--- src/hw/rtl/assert_macros.svh ---
// ----------------------------------------------------------------------------
// assert_macros.svh
// assertion helpers shared by the supply monitor modules
// ----------------------------------------------------------------------------
`ifndef ASSERT_MACROS_SVH
`define ASSERT_MACROS_SVH

`ifndef SYNTHESIS

// property must hold at every clock edge outside reset
`define TMSM_ASSERT(lbl, clk, rst_n, prop, msg) \
    lbl: assert property (@(posedge clk) disable iff (!rst_n) prop) else $error(msg);

// condition must never be true outside reset
`define TMSM_NEVER(lbl, clk, rst_n, cond, msg) \
    lbl: assert property (@(posedge clk) disable iff (!rst_n) !(cond)) else $error(msg);

`else

`define TMSM_ASSERT(lbl, clk, rst_n, prop, msg)
`define TMSM_NEVER(lbl, clk, rst_n, cond, msg)

`endif

`endif

--- src/hw/rtl/tmsm_pkg.sv ---
// ----------------------------------------------------------------------------
// tmsm_pkg
// shared types and constants of the trimmed mean supply monitor
// ----------------------------------------------------------------------------
`timescale 1ns / 1ps
`default_nettype none

package tmsm_pkg;

    localparam int SAMPLE_BITS_DEF = 12;
    localparam int BATCH_LEN       = 10;
    localparam int CNT_W           = 4;
    localparam int FILT_DIVISOR    = 10;

    // x / 10 as (x * ceil(2^23 / 10)) >> 23, exact for x below 2^22
    localparam int                      FILT_RECIP_W = 20;
    localparam logic [FILT_RECIP_W-1:0] FILT_RECIP   = 20'd838861;
    localparam int                      FILT_SHIFT   = 23;

    localparam int CFG_W    = 24;
    localparam int SCALE_W  = 24;
    localparam int MV_W     = 16;
    localparam int SPAN_W   = 8;
    localparam int PCT_W    = 7;

    localparam logic [SCALE_W-1:0] VDD_SCALE_RST  = 24'd4915200;
    localparam logic [MV_W-1:0]    EMPTY_MV_RST   = 16'd2800;
    localparam logic [SPAN_W-1:0]  MV_PER_PCT_RST = 8'd14;

    localparam logic [MV_W-1:0]  MV_MAX  = 16'hFFFF;
    localparam logic [PCT_W-1:0] PCT_MAX = 7'd100;

    localparam int DIV_DEND_W = 24;
    localparam int DIV_SOR_W  = 16;
    localparam int DIV_CNT_W  = 5;

    typedef enum logic [1:0] {
        CFG_VDD_SCALE  = 2'd0,
        CFG_EMPTY_MV   = 2'd1,
        CFG_MV_PER_PCT = 2'd2
    } cfg_addr_t;

    typedef enum logic {
        DIV_MV,
        DIV_PCT
    } div_op_t;

    typedef enum logic [3:0] {
        ST_IDLE,
        ST_MEAN,
        ST_FILT,
        ST_FILT_MUL,
        ST_MV,
        ST_MV_WAIT,
        ST_PCT,
        ST_PCT_WAIT,
        ST_PUBLISH
    } state_t;

    typedef struct packed {
        logic    batch_clear;
        logic    batch_add;
        logic    calc_mean;
        logic    load_mix;
        logic    div_start;
        div_op_t div_op;
        logic    load_filt_mean;
        logic    load_filt_div;
        logic    load_mv_sat;
        logic    load_mv_div;
        logic    load_pct_zero;
        logic    load_pct_div;
        logic    publish;
    } tmsm_cmd_t;

    typedef struct packed {
        logic last_sample;
        logic seeded;
        logic div_busy;
        logic div_done;
        logic filt_zero;
        logic mv_le_empty;
        logic out_free;
    } tmsm_stat_t;

endpackage

`default_nettype wire

--- src/hw/rtl/tmsm_div.sv ---
// ----------------------------------------------------------------------------
// tmsm_div
// restoring divider, one quotient bit per cycle, shared by the millivolt and percent divisions
// ----------------------------------------------------------------------------
`timescale 1ns / 1ps
`default_nettype none

module tmsm_div
    import tmsm_pkg::*;
(
    input  wire logic                  clk,
    input  wire logic                  rst_n,
    input  wire logic                  start,
    input  wire logic [DIV_DEND_W-1:0] dividend,
    input  wire logic [DIV_SOR_W-1:0]  divisor,
    output logic                       busy,
    output logic                       done,
    output logic [DIV_DEND_W-1:0]      quotient
);

    logic                  busy_reg;
    logic                  done_reg;
    logic [DIV_CNT_W-1:0]  cnt_reg;
    logic [DIV_SOR_W-1:0]  rem_reg;
    logic [DIV_SOR_W-1:0]  dsr_reg;
    logic [DIV_DEND_W-1:0] quo_reg;

    logic [DIV_SOR_W:0]    shifted;
    logic [DIV_SOR_W+1:0]  diff;
    logic                  fits;
    logic [DIV_SOR_W-1:0]  rem_next;
    logic [DIV_DEND_W-1:0] quo_next;

    always_comb
    begin
        shifted  = {rem_reg, quo_reg[DIV_DEND_W-1]};
        diff     = {1'b0, shifted} - {2'b00, dsr_reg};
        fits     = ~diff[DIV_SOR_W+1];
        rem_next = fits ? diff[DIV_SOR_W-1:0] : shifted[DIV_SOR_W-1:0];
        quo_next = {quo_reg[DIV_DEND_W-2:0], fits};
    end

    always_ff @(posedge clk or negedge rst_n)
    begin
        if (!rst_n)
        begin
            busy_reg <= 1'b0;
            done_reg <= 1'b0;
            cnt_reg  <= '0;
        end
        else
        begin
            done_reg <= 1'b0;
            if (start)
            begin
                busy_reg <= 1'b1;
                cnt_reg  <= '0;
            end
            else if (busy_reg)
            begin
                cnt_reg <= cnt_reg + 1'b1;
                if (cnt_reg == DIV_CNT_W'(DIV_DEND_W - 1))
                begin
                    busy_reg <= 1'b0;
                    done_reg <= 1'b1;
                end
            end
        end
    end

    always_ff @(posedge clk)
    begin
        if (start)
        begin
            rem_reg <= '0;
            dsr_reg <= divisor;
            quo_reg <= dividend;
        end
        else if (busy_reg)
        begin
            rem_reg <= rem_next;
            quo_reg <= quo_next;
        end
    end

    assign busy     = busy_reg;
    assign done     = done_reg;
    assign quotient = quo_reg;

endmodule

`default_nettype wire

--- src/hw/rtl/tmsm_ctrl.sv ---
// ----------------------------------------------------------------------------
// tmsm_ctrl
// sequencer for batch intake and the end-of-batch computation
// ----------------------------------------------------------------------------
`timescale 1ns / 1ps
`default_nettype none
`include "assert_macros.svh"

module tmsm_ctrl
    import tmsm_pkg::*;
(
    input  wire logic       clk,
    input  wire logic       rst_n,
    input  wire logic       s_tvalid,
    input  wire logic       timed_out,
    output logic            s_tready,
    input  wire tmsm_stat_t stat,
    output tmsm_cmd_t       cmd
);

    state_t state_reg;
    state_t state_next;
    logic   last_accept;

    always_ff @(posedge clk or negedge rst_n)
    begin
        if (!rst_n)
        begin
            state_reg <= ST_IDLE;
        end
        else
        begin
            state_reg <= state_next;
        end
    end

    always_comb
    begin
        state_next = state_reg;
        cmd        = '0;
        cmd.div_op = DIV_MV;
        s_tready   = 1'b0;
        case (state_reg)
            ST_IDLE:
            begin
                s_tready = 1'b1;
                if (s_tvalid)
                begin
                    if (timed_out)
                    begin
                        cmd.batch_clear = 1'b1;
                    end
                    else
                    begin
                        cmd.batch_add = 1'b1;
                        if (stat.last_sample)
                        begin
                            state_next = ST_MEAN;
                        end
                    end
                end
            end
            ST_MEAN:
            begin
                cmd.calc_mean = 1'b1;
                state_next    = ST_FILT;
            end
            ST_FILT:
            begin
                if (stat.seeded)
                begin
                    cmd.load_mix = 1'b1;
                    state_next   = ST_FILT_MUL;
                end
                else
                begin
                    cmd.load_filt_mean = 1'b1;
                    state_next         = ST_MV;
                end
            end
            ST_FILT_MUL:
            begin
                cmd.load_filt_div = 1'b1;
                state_next        = ST_MV;
            end
            ST_MV:
            begin
                if (stat.filt_zero)
                begin
                    cmd.load_mv_sat = 1'b1;
                    state_next      = ST_PCT;
                end
                else
                begin
                    cmd.div_start = 1'b1;
                    cmd.div_op    = DIV_MV;
                    state_next    = ST_MV_WAIT;
                end
            end
            ST_MV_WAIT:
            begin
                if (stat.div_done)
                begin
                    cmd.load_mv_div = 1'b1;
                    state_next      = ST_PCT;
                end
            end
            ST_PCT:
            begin
                if (stat.mv_le_empty)
                begin
                    cmd.load_pct_zero = 1'b1;
                    state_next        = ST_PUBLISH;
                end
                else
                begin
                    cmd.div_start = 1'b1;
                    cmd.div_op    = DIV_PCT;
                    state_next    = ST_PCT_WAIT;
                end
            end
            ST_PCT_WAIT:
            begin
                if (stat.div_done)
                begin
                    cmd.load_pct_div = 1'b1;
                    state_next       = ST_PUBLISH;
                end
            end
            ST_PUBLISH:
            begin
                if (stat.out_free)
                begin
                    cmd.publish = 1'b1;
                    state_next  = ST_IDLE;
                end
            end
            default:
            begin
                state_next = ST_IDLE;
            end
        endcase
    end

    assign last_accept = s_tvalid && s_tready && !timed_out && stat.last_sample;

    `TMSM_NEVER(a_start_while_busy, clk, rst_n, cmd.div_start && stat.div_busy, "divider restarted")
    `TMSM_ASSERT(a_publish_free, clk, rst_n, cmd.publish |-> stat.out_free, "result overwritten")
    `TMSM_ASSERT(a_last_to_mean, clk, rst_n, last_accept |=> state_reg == ST_MEAN, "batch end missed")

endmodule

`default_nettype wire

--- src/hw/rtl/tmsm_dpath.sv ---
// ----------------------------------------------------------------------------
// tmsm_dpath
// batch accumulators, filter state, config registers, divider and result
// ----------------------------------------------------------------------------
`timescale 1ns / 1ps
`default_nettype none
`include "assert_macros.svh"

module tmsm_dpath
    import tmsm_pkg::*;
#(
    parameter int SAMPLE_BITS = SAMPLE_BITS_DEF
)
(
    input  wire logic                   clk,
    input  wire logic                   rst_n,
    input  wire logic [SAMPLE_BITS-1:0] sample,
    input  wire logic                   cfg_we,
    input  wire cfg_addr_t              cfg_addr,
    input  wire logic [CFG_W-1:0]       cfg_wdata,
    input  wire tmsm_cmd_t              cmd,
    output tmsm_stat_t                  stat,
    input  wire logic                   m_tready,
    output logic                        m_tvalid,
    output logic [SAMPLE_BITS-1:0]      filtered_reading,
    output logic [MV_W-1:0]             supply_millivolts,
    output logic [PCT_W-1:0]            charge_percent
);

    localparam int SUM_W  = SAMPLE_BITS + 4;
    localparam int PROD_W = SUM_W + FILT_RECIP_W;

    logic [SCALE_W-1:0]     vdd_scale_reg;
    logic [MV_W-1:0]        empty_mv_reg;
    logic [SPAN_W-1:0]      span_reg;

    logic [CNT_W-1:0]       cnt_reg;
    logic [SUM_W-1:0]       sum_reg;
    logic [SAMPLE_BITS-1:0] max_reg;
    logic [SAMPLE_BITS-1:0] min_reg;
    logic [SAMPLE_BITS-1:0] prev_reg;

    logic [SAMPLE_BITS-1:0] mean_reg;
    logic [SUM_W-1:0]       mix_reg;
    logic [SAMPLE_BITS-1:0] filt_reg;
    logic [MV_W-1:0]        mv_reg;
    logic [PCT_W-1:0]       pct_reg;

    logic                   m_tvalid_reg;
    logic [SAMPLE_BITS-1:0] out_filt_reg;
    logic [MV_W-1:0]        out_mv_reg;
    logic [PCT_W-1:0]       out_pct_reg;

    logic [SUM_W-1:0]       trimmed;
    logic [SUM_W-1:0]       mix_sum;
    logic [PROD_W-1:0]      filt_prod;
    logic [SAMPLE_BITS-1:0] filt_quo;
    logic [SPAN_W-1:0]      span_eff;
    logic [DIV_DEND_W-1:0]  div_dividend;
    logic [DIV_SOR_W-1:0]   div_divisor;
    logic                   div_busy;
    logic                   div_done;
    logic [DIV_DEND_W-1:0]  div_quo;

    always_ff @(posedge clk or negedge rst_n)
    begin
        if (!rst_n)
        begin
            vdd_scale_reg <= VDD_SCALE_RST;
            empty_mv_reg  <= EMPTY_MV_RST;
            span_reg      <= MV_PER_PCT_RST;
        end
        else if (cfg_we)
        begin
            case (cfg_addr)
                CFG_VDD_SCALE:  vdd_scale_reg <= cfg_wdata[SCALE_W-1:0];
                CFG_EMPTY_MV:   empty_mv_reg  <= cfg_wdata[MV_W-1:0];
                CFG_MV_PER_PCT: span_reg      <= cfg_wdata[SPAN_W-1:0];
                default:        ;
            endcase
        end
    end

    always_ff @(posedge clk or negedge rst_n)
    begin
        if (!rst_n)
        begin
            cnt_reg  <= '0;
            sum_reg  <= '0;
            max_reg  <= '0;
            min_reg  <= '0;
            prev_reg <= '0;
        end
        else
        begin
            if (cmd.batch_clear || cmd.calc_mean)
            begin
                cnt_reg <= '0;
                sum_reg <= '0;
                max_reg <= '0;
                min_reg <= '0;
            end
            else if (cmd.batch_add)
            begin
                if (cnt_reg == '0)
                begin
                    max_reg <= sample;
                    min_reg <= sample;
                end
                else if (sample > max_reg)
                begin
                    max_reg <= sample;
                end
                else if (sample < min_reg)
                begin
                    min_reg <= sample;
                end
                sum_reg <= sum_reg + SUM_W'(sample);
                cnt_reg <= cnt_reg + 1'b1;
            end
            if (cmd.load_filt_mean)
            begin
                prev_reg <= mean_reg;
            end
            else if (cmd.load_filt_div)
            begin
                prev_reg <= filt_quo;
            end
        end
    end

    always_comb
    begin
        trimmed   = sum_reg - SUM_W'(max_reg) - SUM_W'(min_reg);
        mix_sum   = SUM_W'(mean_reg) + (SUM_W'(mean_reg) << 1)
                  + (SUM_W'(prev_reg) << 3) - SUM_W'(prev_reg);
        filt_prod = PROD_W'(mix_reg) * PROD_W'(FILT_RECIP);
        filt_quo  = filt_prod[FILT_SHIFT +: SAMPLE_BITS];
        span_eff  = (span_reg == '0) ? SPAN_W'(1) : span_reg;
        case (cmd.div_op)
            DIV_MV:
            begin
                div_dividend = DIV_DEND_W'(vdd_scale_reg);
                div_divisor  = DIV_SOR_W'(filt_reg);
            end
            DIV_PCT:
            begin
                div_dividend = DIV_DEND_W'(mv_reg - empty_mv_reg);
                div_divisor  = DIV_SOR_W'(span_eff);
            end
            default:
            begin
                div_dividend = '0;
                div_divisor  = '0;
            end
        endcase
    end

    tmsm_div u_div (
        .clk      (clk),
        .rst_n    (rst_n),
        .start    (cmd.div_start),
        .dividend (div_dividend),
        .divisor  (div_divisor),
        .busy     (div_busy),
        .done     (div_done),
        .quotient (div_quo)
    );

    always_ff @(posedge clk)
    begin
        if (cmd.calc_mean)
        begin
            mean_reg <= trimmed[SAMPLE_BITS+2:3];
        end
        if (cmd.load_mix)
        begin
            mix_reg <= mix_sum;
        end
        if (cmd.load_filt_mean)
        begin
            filt_reg <= mean_reg;
        end
        else if (cmd.load_filt_div)
        begin
            filt_reg <= filt_quo;
        end
        if (cmd.load_mv_sat)
        begin
            mv_reg <= MV_MAX;
        end
        else if (cmd.load_mv_div)
        begin
            mv_reg <= (div_quo > DIV_DEND_W'(MV_MAX)) ? MV_MAX : div_quo[MV_W-1:0];
        end
        if (cmd.load_pct_zero)
        begin
            pct_reg <= '0;
        end
        else if (cmd.load_pct_div)
        begin
            pct_reg <= (div_quo > DIV_DEND_W'(PCT_MAX)) ? PCT_MAX : div_quo[PCT_W-1:0];
        end
        if (cmd.publish)
        begin
            out_filt_reg <= filt_reg;
            out_mv_reg   <= mv_reg;
            out_pct_reg  <= pct_reg;
        end
    end

    always_ff @(posedge clk or negedge rst_n)
    begin
        if (!rst_n)
        begin
            m_tvalid_reg <= 1'b0;
        end
        else if (cmd.publish)
        begin
            m_tvalid_reg <= 1'b1;
        end
        else if (m_tready)
        begin
            m_tvalid_reg <= 1'b0;
        end
    end

    always_comb
    begin
        stat.last_sample = (cnt_reg == CNT_W'(BATCH_LEN - 1));
        stat.seeded      = (prev_reg != '0);
        stat.div_busy    = div_busy;
        stat.div_done    = div_done;
        stat.filt_zero   = (filt_reg == '0);
        stat.mv_le_empty = (mv_reg <= empty_mv_reg);
        stat.out_free    = ~m_tvalid_reg | m_tready;
    end

    assign m_tvalid          = m_tvalid_reg;
    assign filtered_reading  = out_filt_reg;
    assign supply_millivolts = out_mv_reg;
    assign charge_percent    = out_pct_reg;

    `TMSM_ASSERT(a_cnt_range, clk, rst_n, cnt_reg <= CNT_W'(BATCH_LEN), "batch count overflow")
    `TMSM_ASSERT(a_pct_range, clk, rst_n, m_tvalid_reg |-> (out_pct_reg <= PCT_MAX), "percent above 100")
    `TMSM_NEVER(a_done_busy, clk, rst_n, div_done && div_busy, "divider done while still busy")

endmodule

`default_nettype wire

--- src/hw/rtl/trimmed_mean_supply_monitor.sv ---
// ----------------------------------------------------------------------------
// trimmed_mean_supply_monitor
// bandgap batch averager with recursive filter, supply and charge estimate
// ----------------------------------------------------------------------------
// usage
//   s_* channel takes one bandgap conversion per transaction; s_tuser set
//   means the conversion timed out and the current batch is dropped
//   every tenth good conversion closes a batch and yields one transaction
//   on m_*: filtered reading, supply millivolts, charge percent
//   a conversion that does not close a batch leaves s_tready high for the next
//   the closing conversion runs the filter (a reciprocal multiply once the
//   filter is seeded), then up to two 24-step divisions in the restoring
//   divider; m_tvalid rises when the result is published to the output
//   register, and s_tready stays low from the closing transaction
//   until the result is in the output register
//   the output register holds one result; with m_tready low the block
//   keeps taking conversions until the next batch closes, then waits
//   cfg_we writes cfg_wdata into register cfg_addr:
//   0 vdd scale, 1 empty millivolts, 2 millivolts per percent
//   reset clears the batch, unseeds the filter, restores register defaults
//   and empties the output register
// ----------------------------------------------------------------------------
`timescale 1ns / 1ps
`default_nettype none

module trimmed_mean_supply_monitor
    import tmsm_pkg::*;
#(
    parameter int SAMPLE_BITS = SAMPLE_BITS_DEF
)
(
    input  wire logic                                  clk,
    input  wire logic                                  rst_n,
    input  wire logic                                  s_tvalid,
    output logic                                       s_tready,
    // conversion
    input  wire logic [((SAMPLE_BITS+7)/8)*8-1:0]      s_tdata,
    // timed_out
    input  wire logic                                  s_tuser,
    output logic                                       m_tvalid,
    input  wire logic                                  m_tready,
    // filtered_reading, supply_millivolts, charge_percent
    output logic [((SAMPLE_BITS+MV_W+PCT_W+7)/8)*8-1:0] m_tdata,
    input  wire logic                                  cfg_we,
    input  wire logic [1:0]                            cfg_addr,
    input  wire logic [CFG_W-1:0]                      cfg_wdata
);

    localparam int OUT_W = ((SAMPLE_BITS + MV_W + PCT_W + 7) / 8) * 8;

    tmsm_cmd_t              cmd;
    tmsm_stat_t             stat;
    logic [SAMPLE_BITS-1:0] filtered_reading;
    logic [MV_W-1:0]        supply_millivolts;
    logic [PCT_W-1:0]       charge_percent;

    tmsm_ctrl u_ctrl (
        .clk       (clk),
        .rst_n     (rst_n),
        .s_tvalid  (s_tvalid),
        .timed_out (s_tuser),
        .s_tready  (s_tready),
        .stat      (stat),
        .cmd       (cmd)
    );

    tmsm_dpath #(
        .SAMPLE_BITS (SAMPLE_BITS)
    ) u_dpath (
        .clk               (clk),
        .rst_n             (rst_n),
        .sample            (s_tdata[SAMPLE_BITS-1:0]),
        .cfg_we            (cfg_we),
        .cfg_addr          (cfg_addr_t'(cfg_addr)),
        .cfg_wdata         (cfg_wdata),
        .cmd               (cmd),
        .stat              (stat),
        .m_tready          (m_tready),
        .m_tvalid          (m_tvalid),
        .filtered_reading  (filtered_reading),
        .supply_millivolts (supply_millivolts),
        .charge_percent    (charge_percent)
    );

    assign m_tdata = OUT_W'({charge_percent, supply_millivolts, filtered_reading});

endmodule

`default_nettype wire
--- config.mk ---
export PLATFORM = sky130hd
export DESIGN_NAME = trimmed_mean_supply_monitor
export DESIGN_NICKNAME = d
export VERILOG_FILES = /design/src/hw/rtl/tmsm_pkg.sv /design/src/hw/rtl/tmsm_div.sv /design/src/hw/rtl/tmsm_ctrl.sv /design/src/hw/rtl/tmsm_dpath.sv /design/src/hw/rtl/trimmed_mean_supply_monitor.sv
export VERILOG_INCLUDE_DIRS = /design/src /design/src/hw/rtl
export SDC_FILE = /design/constraint.sdc
export NUM_CORES = 1
export LEC_CHECK = 0
export BUFFER_PORTS_ARGS = -buffer_cell sky130_fd_sc_hd__clkbuf_2
export CAP_MARGIN = 0
export CELL_PAD_IN_SITES_DETAIL_PLACEMENT = 0
export CELL_PAD_IN_SITES_GLOBAL_PLACEMENT = 2
export CORE_MARGIN = 2
export CORE_UTILIZATION = 40
export CTS_BUF_LIST = sky130_fd_sc_hd__clkbuf_8
export DETAILED_ROUTE_END_ITERATION = 6
export GPL_TIMING_DRIVEN = 0
export PLACE_DENSITY_LB_ADDON = 0.1
export SETUP_SLACK_MARGIN = 0.02
export SLEW_MARGIN = 30
export SYNTH_ARGS = -nofsm -noshare
export SYNTH_HDL_FRONTEND = slang
export SYNTH_HIERARCHICAL = 1
export SYNTH_SLANG_ARGS = --single-unit
--- constraint.sdc ---
create_clock -name clk -period 6.4 [get_ports clk]
set_input_delay 0.96 -clock clk [delete_from_list [all_inputs] [get_ports clk]]
set_output_delay 0.96 -clock clk [all_outputs]
set_load 0.02 [all_outputs]
==> metrics.csv, run 1 <==
metric,value,unit
endpoint class of the critical path,flip-flop,
cell area after synthesis,0.01994,mm²
RSZ-0062 raised after global routing,yes,
clk sink count,269,
Vias,13910,
vias in the first global route,14410,
Layout Skew,0.03354,ns
part of the power in registers,40.8,%
internal power,3.542,mW
DRT antenna net count,0,
Total Routed Length,50110,µm
minimum clock period,6.229,ns
utilization after layout,45.75,%
Rel. slew slack,37.17,%
H-tree levels,2,
final hold vios,0,
die width,227.3,µm
initial antenna violation count,0,
Placed Cells incl. Taps,2658,
switching part of the total,31.48,%
Slew @ Worst Pin,0.9425,ns
DIE AREA,0.05165,mm²
Final Setup Violations,0,
CTS tree,done,
clock-pin slew on the worst setup and hold paths,0.06,ns
drt drc,0,
fillcell total,4777,
startpoint types,flip-flop,
core area,0.04905,mm²
worst vdd ir,149.8,µV
Final period util,97.33,%
hold_buf cts,0,
largest net degree at the start of global routing,74,
nets,2440,
critical path type,reg -> reg,
Routed WL per cell,18.16,µm
NetSw,1.627,mW
PD cells,230.4,mW/mm²
Max Buffers Root-to-Sink,3,
setup TNS,0,ns
max-slew violation count,0,
pre-CTS setup slack,-0.1190,ns
synthesized instance count,1898,
Clock Power Share,32.1,%
status,finished clean,
worst skew pair latency,0.62,ns
"Req. time, crit path",6.78,ns
Overall Global Routing Usage,19.98,%
first-pass GRT wire length,79430,µm
cell area after layout,0.02244,mm²
Pwr Total,5.170,mW
DR pass1 iterations,7,
Max Fanout on Critical Path,6,
effective utilization at floorplan,40.65,%
hpwl dp,39740,µm
synthesized area per cell,10.51,µm²
WP data arrival,6.61,ns
io pins,90,
clock root buffer master,clkbuf_8,
row cnt,81,
diode count,0,
vias per inst,5.039,
Port Buf Inserts,80,
Hold WC Path Type,in -> async,
FMAX,160.5,MHz
CTS buffer count,50,
share of cells above drive strength 1,18.18,%
Final WS setup,0.1706,ns
Finished Layout Cells,2760,
LEAKAGE,10.39,nW
final hold slack,0.2823,ns
max cap viols,0,
grt total ovfl,0,
Ys Warns,6,
RD Place Congestion,0.8244,
placed cell area,0.02135,mm²
Area growth syn-to-layout,12.55,%
Die Span Y,227.3,µm
Logic pwr share,27.1,%
starting DRC count in detailed routing,582,
## what timing repair did
action / in CTS / in global routing
pin swaps: 0 / 3
hold endpoints to repair: 0 / 0
resized for setup: 2 / 9
endpoints found under the setup margin: 2 / 7
setup buffers: 1 / 7
## area by class of cell
cell class                      count  area (µm²)  share of cell area (%)
Inverter                          301        1130                   5.034
Tap cell                          664       830.8                   3.702
Sequential cell                   269        7128                   31.76
Clock buffer                       56       770.7                   3.434
Timing Repair Buffer               97       580.6                   2.587
Multi-Input combinational cell   1276       11470                   51.10
Clock inverter                     38       221.5                  0.9868
Buffer                             59       314.1                   1.399
## worst paths after layout
path / startpoint / end / slack, ns / cells past startpoint
setup / recovery: u_dpath/mix_reg[8]$_DFFE_PP_ / u_dpath/filt_reg[11]$_DFFE_PP_ / 0.17 / 21
max in group asynchronous: rst_n / u_dpath/empty_mv_reg[9]$_DFFE_PN1P_ / 5.34 / 2
min in group clk: u_dpath/pct_reg[1]$_SDFFE_PP0P_ / u_dpath/charge_percent[1]$_DFFE_PP_ / 0.43 / 0
hold / removal: rst_n / u_dpath/vdd_scale_reg[20]$_DFFE_PN0P_ / 0.28 / 1
hold reg to reg: u_dpath/pct_reg[1]$_SDFFE_PP0P_ / u_dpath/charge_percent[1]$_DFFE_PP_ / 0.43 / 0
setup reg to reg: u_dpath/mix_reg[8]$_DFFE_PP_ / u_dpath/filt_reg[11]$_DFFE_PP_ / 0.17 / 21
## power by group through the flow
stage | registers, mW | logic [mW] | clock network (mW)
6_report | 2.11 | 1.40 | 1.66
4_1_cts | 2.11 | 1.42 | 1.73
3_5_place_dp | 2.14 | 1.41 | 0
2_1_floorplan | 2.11 | 1.09 | 0
5_1_grt | 2.13 | 1.61 | 1.81
3_3_place_gp | 2.14 | 1.40 | 0
## critical path: stages (launching register included)
cell	delay [ns]
edfxtp_1	0.46
buf_4	0.19
ha_1	0.20
inv_1	0.08
fa_1	0.45
inv_2	0.12
fa_2	0.50
buf_4	0.17
fa_1	0.53
inv_1	0.06
fa_1	0.52
fa_1	0.56
inv_1	0.05
ha_1	0.26
nand4_1	0.11
nor3_1	0.43
and2_1	0.23
a41o_1	0.25
o311a_4	0.23
o21ai_4	0.07
nor4b_2	0.17
a211oi_2	0.36
## placed cells by master (no fill, tap or decap), types with 10 or more instances in the layout
cell type  count
nand3_1       29
dfrtp_1      102
buf_2         11
nand4_1       18
clkbuf_8      57
o31ai_1       11
nor2b_1       18
clkbuf_1      35
xnor2_1       43
and3_1        11
a21oi_1       96
nor4_1        11
clkbuf_2      79
buf_4         17
o211ai_1      16
a211oi_1      13
edfxtp_1     115
a21o_1        28
or2_2         24
xor2_1        23
nor2_1       116
mux2_2       109
fa_1         111
nand2_1       73
ha_1         226
dfstp_2       13
o21ai_0       57
mux2i_1       14
o21ai_1       10
nand2b_1      18
inv_1        312
dfxtp_1       39
and2_1        18
nor3_1        30
## routing by layer
metal  global-route usage [%]  up-vias  share of wire [%]
li1                         -     6860                  -
met1                    27.33     6763                 48
met2                    33.21      217                 47
met3                    3.123       67                3.5
met4                    4.828        0                2.0
met5                        0        -                  0
(Power assumes the default switching activity.)
==> inputs of run 2 (changes only) <==
- CTS_BUF_LIST: sky130_fd_sc_hd__clkbuf_8 -> default
- GPL_TIMING_DRIVEN: 0 -> default
- MAX_ROUTING_LAYER: default -> met4
==> run 2 against run 1 <==
  * The run now ends with design-rule violations left
  * Maximum frequency grew 3.3%
  * Clock skew decreased by 0.015 ns
  * Routed wire length decreased by 3.8%
  * Critical path type unchanged
==> metrics.csv, run 2 (synthesized netlist as in run 1, its figures left out) <==
metric,value,unit
status,"complete, but fails checks",
violations in the final reports,design-rule violations,
worst skew pair latency,0.54,ns
vias in the first global route,13990,
clock root buffer master,clkbuf_16,
LEAKAGE,10.19,nW
"Slowest-stage cell, CP",fa_1,
nets,2368,
effective utilization at floorplan,40.65,%
Logic pwr share,25.8,%
hold_buf cts,0,
CP Launch Point,u_dpath/mix_reg[5]$_DFFE_PP_,
DRT antenna net count,0,
"commonest non-fill, non-tap cell in the layout",inv_1,
clk sink count,269,
Layout Skew,0.01829,ns
CTS buffer count,34,
cell area after layout,0.02222,mm²
endpoint class of the critical path,flip-flop,
Max Buffers Root-to-Sink,3,
Critical Path Most Common Cell,fa_1,
H-tree levels,2,
share of cells above drive strength 1,17.08,%
first-pass GRT wire length,77170,µm
WP data arrival,6.30,ns
io pins,90,
worst vdd ir,167.1,µV
"Req. time, crit path",6.67,ns
die width,227.3,µm
FF-to-FF Start,u_dpath/mix_reg[5]$_DFFE_PP_,
Area growth syn-to-layout,11.43,%
FMAX,165.8,MHz
DIE AREA,0.05165,mm²
PD cells,243.5,mW/mm²
RD Place Congestion,0.8167,
internal power,3.781,mW
critical path type,reg -> reg,
DR pass1 iterations,7,
Port Buf Inserts,80,
drt drc,2,
Clock Power Share,35.2,%
post_cts resized,0,
Total Routed Length,48220,µm
placed cell area,0.02110,mm²
Routed WL per cell,18.04,µm
Overall Global Routing Usage,19.91,%
utilization after layout,45.30,%
pre-CTS setup slack,0.2595,ns
part of the power in registers,39.0,%
cell chain of the critical path,"inv_1, ha_1, fa_1, inv_1, fa_1, fa_1, inv_1, fa_1, fa_1, inv_1, ha_1, and4_1, a21oi_1, o211ai_1, a41o_1, o311a_1, o21ai_4, nor4b_1, a211oi_1",
NetSw,1.630,mW
starting DRC count in detailed routing,590,
switching part of the total,30.12,%
setup TNS,0,ns
final hold vios,0,
startpoint types,flip-flop,
Vias,13490,
CTS tree,done,
Die Span Y,227.3,µm
clock-pin slew on the worst setup and hold paths,0.06,ns
most frequent cells in the layout,"inv_1 (299), ha_1 (226), edfxtp_1 (115)",
Setup Buffers After CTS,0,
worst r2r path cells,19,
minimum clock period,6.030,ns
CP Capture Point,u_dpath/filt_reg[11]$_DFFE_PP_,
Final period util,94.22,%
hpwl dp,37560,µm
core area,0.04905,mm²
max-slew violation count,0,
row cnt,81,
initial antenna violation count,1,
vias per inst,5.047,
Rel. slew slack,42.69,%
"Largest stage delay, worst path",0.54,ns
max cap viols,0,
Max Fanout on Critical Path,6,
grt total ovfl,0,
Final Setup Violations,0,
Hold WC Path Type,reg -> reg,
Final WS setup,0.3698,ns
Slew @ Worst Pin,0.8569,ns
largest net degree at the start of global routing,64,
RSZ-0062 raised after global routing,no,
Reg-to-Reg End,u_dpath/filt_reg[11]$_DFFE_PP_,
R2R setup slack,0.37,ns
[run 2: cell types whose count changed in the layout (fill, tap and decap cells not counted), sizes merged]
cell | before | now
buf | 41 | 21
diode | 0 | 1
inv | 317 | 303
clkinvlp | 2 | 3
clkbuf | 171 | 125
clkinv | 18 | 9
[run 2: worst max-delay path, delay by kind of cell, from the launching register on]
| kind | cells | cell delay [ns] |
|---|---|---|
| buffers and inverters | 4 | 0.31 |
| and+or+nand+nor | 2 | 0.44 |
| AOI/OAI and AO/OA | 6 | 1.41 |
| adders and majority gates | 7 | 3.21 |
| DFF | 1 | 0.42 |
[run 2: worst min-delay path by stage]
stage | from | to | cells after the start
detailed placement | u_dpath/pct_reg[1]$_SDFFE_PP0P_ | u_dpath/charge_percent[1]$_DFFE_PP_ | 0
finish | u_dpath/pct_reg[1]$_SDFFE_PP0P_ | u_dpath/charge_percent[1]$_DFFE_PP_ | 0
floorplan | u_dpath/pct_reg[0]$_SDFFE_PP0P_ | u_dpath/charge_percent[0]$_DFFE_PP_ | 0
global route | u_dpath/pct_reg[1]$_SDFFE_PP0P_ | u_dpath/charge_percent[1]$_DFFE_PP_ | 0
global placement | u_dpath/pct_reg[1]$_SDFFE_PP0P_ | u_dpath/charge_percent[1]$_DFFE_PP_ | 0
CTS | u_dpath/pct_reg[1]$_SDFFE_PP0P_ | u_dpath/charge_percent[1]$_DFFE_PP_ | 0
[run 2: area by class of cell]
class | instances | area [µm²]
timing repair buffer | 100 | 553.0
sequential | 269 | 7128
multi-input combinational | 1276 | 11470
fill | 4727 | 26830
clock inverter | 16 | 153.9
inverter | 301 | 1130
clock buffer | 46 | 947.2
tap | 664 | 830.8
antenna | 1 | 2.502
[run 2: through the flow]
step,power [mW],hold slack (ns),std cells
floorplan,3.201,0.4005,1905
detailed placement,3.562,0.4215,2610
CTS,5.516,0.4383,2672
finish,5.411,0.4413,2673
global route,5.768,0.4494,2673
global placement,3.546,0.4196,2610
[run 2: metal layers]
layer	track usage, %	up-vias	part of all wire (%)
li1	-	6693	-
met1	26.26	6621	48
met2	33.14	132	48
met3	2.710	44	2.6
met4	3.479	0	1.3
met5	-	-	0
[run 2: power by group through the flow]
stage	Clock (mW)	Combinational, mW	Sequential (mW)
2_1_floorplan	0	1.09	2.11
3_3_place_gp	0	1.41	2.14
3_5_place_dp	0	1.42	2.14
4_1_cts	1.98	1.43	2.11
5_1_grt	2.04	1.60	2.13
6_report	1.90	1.40	2.11
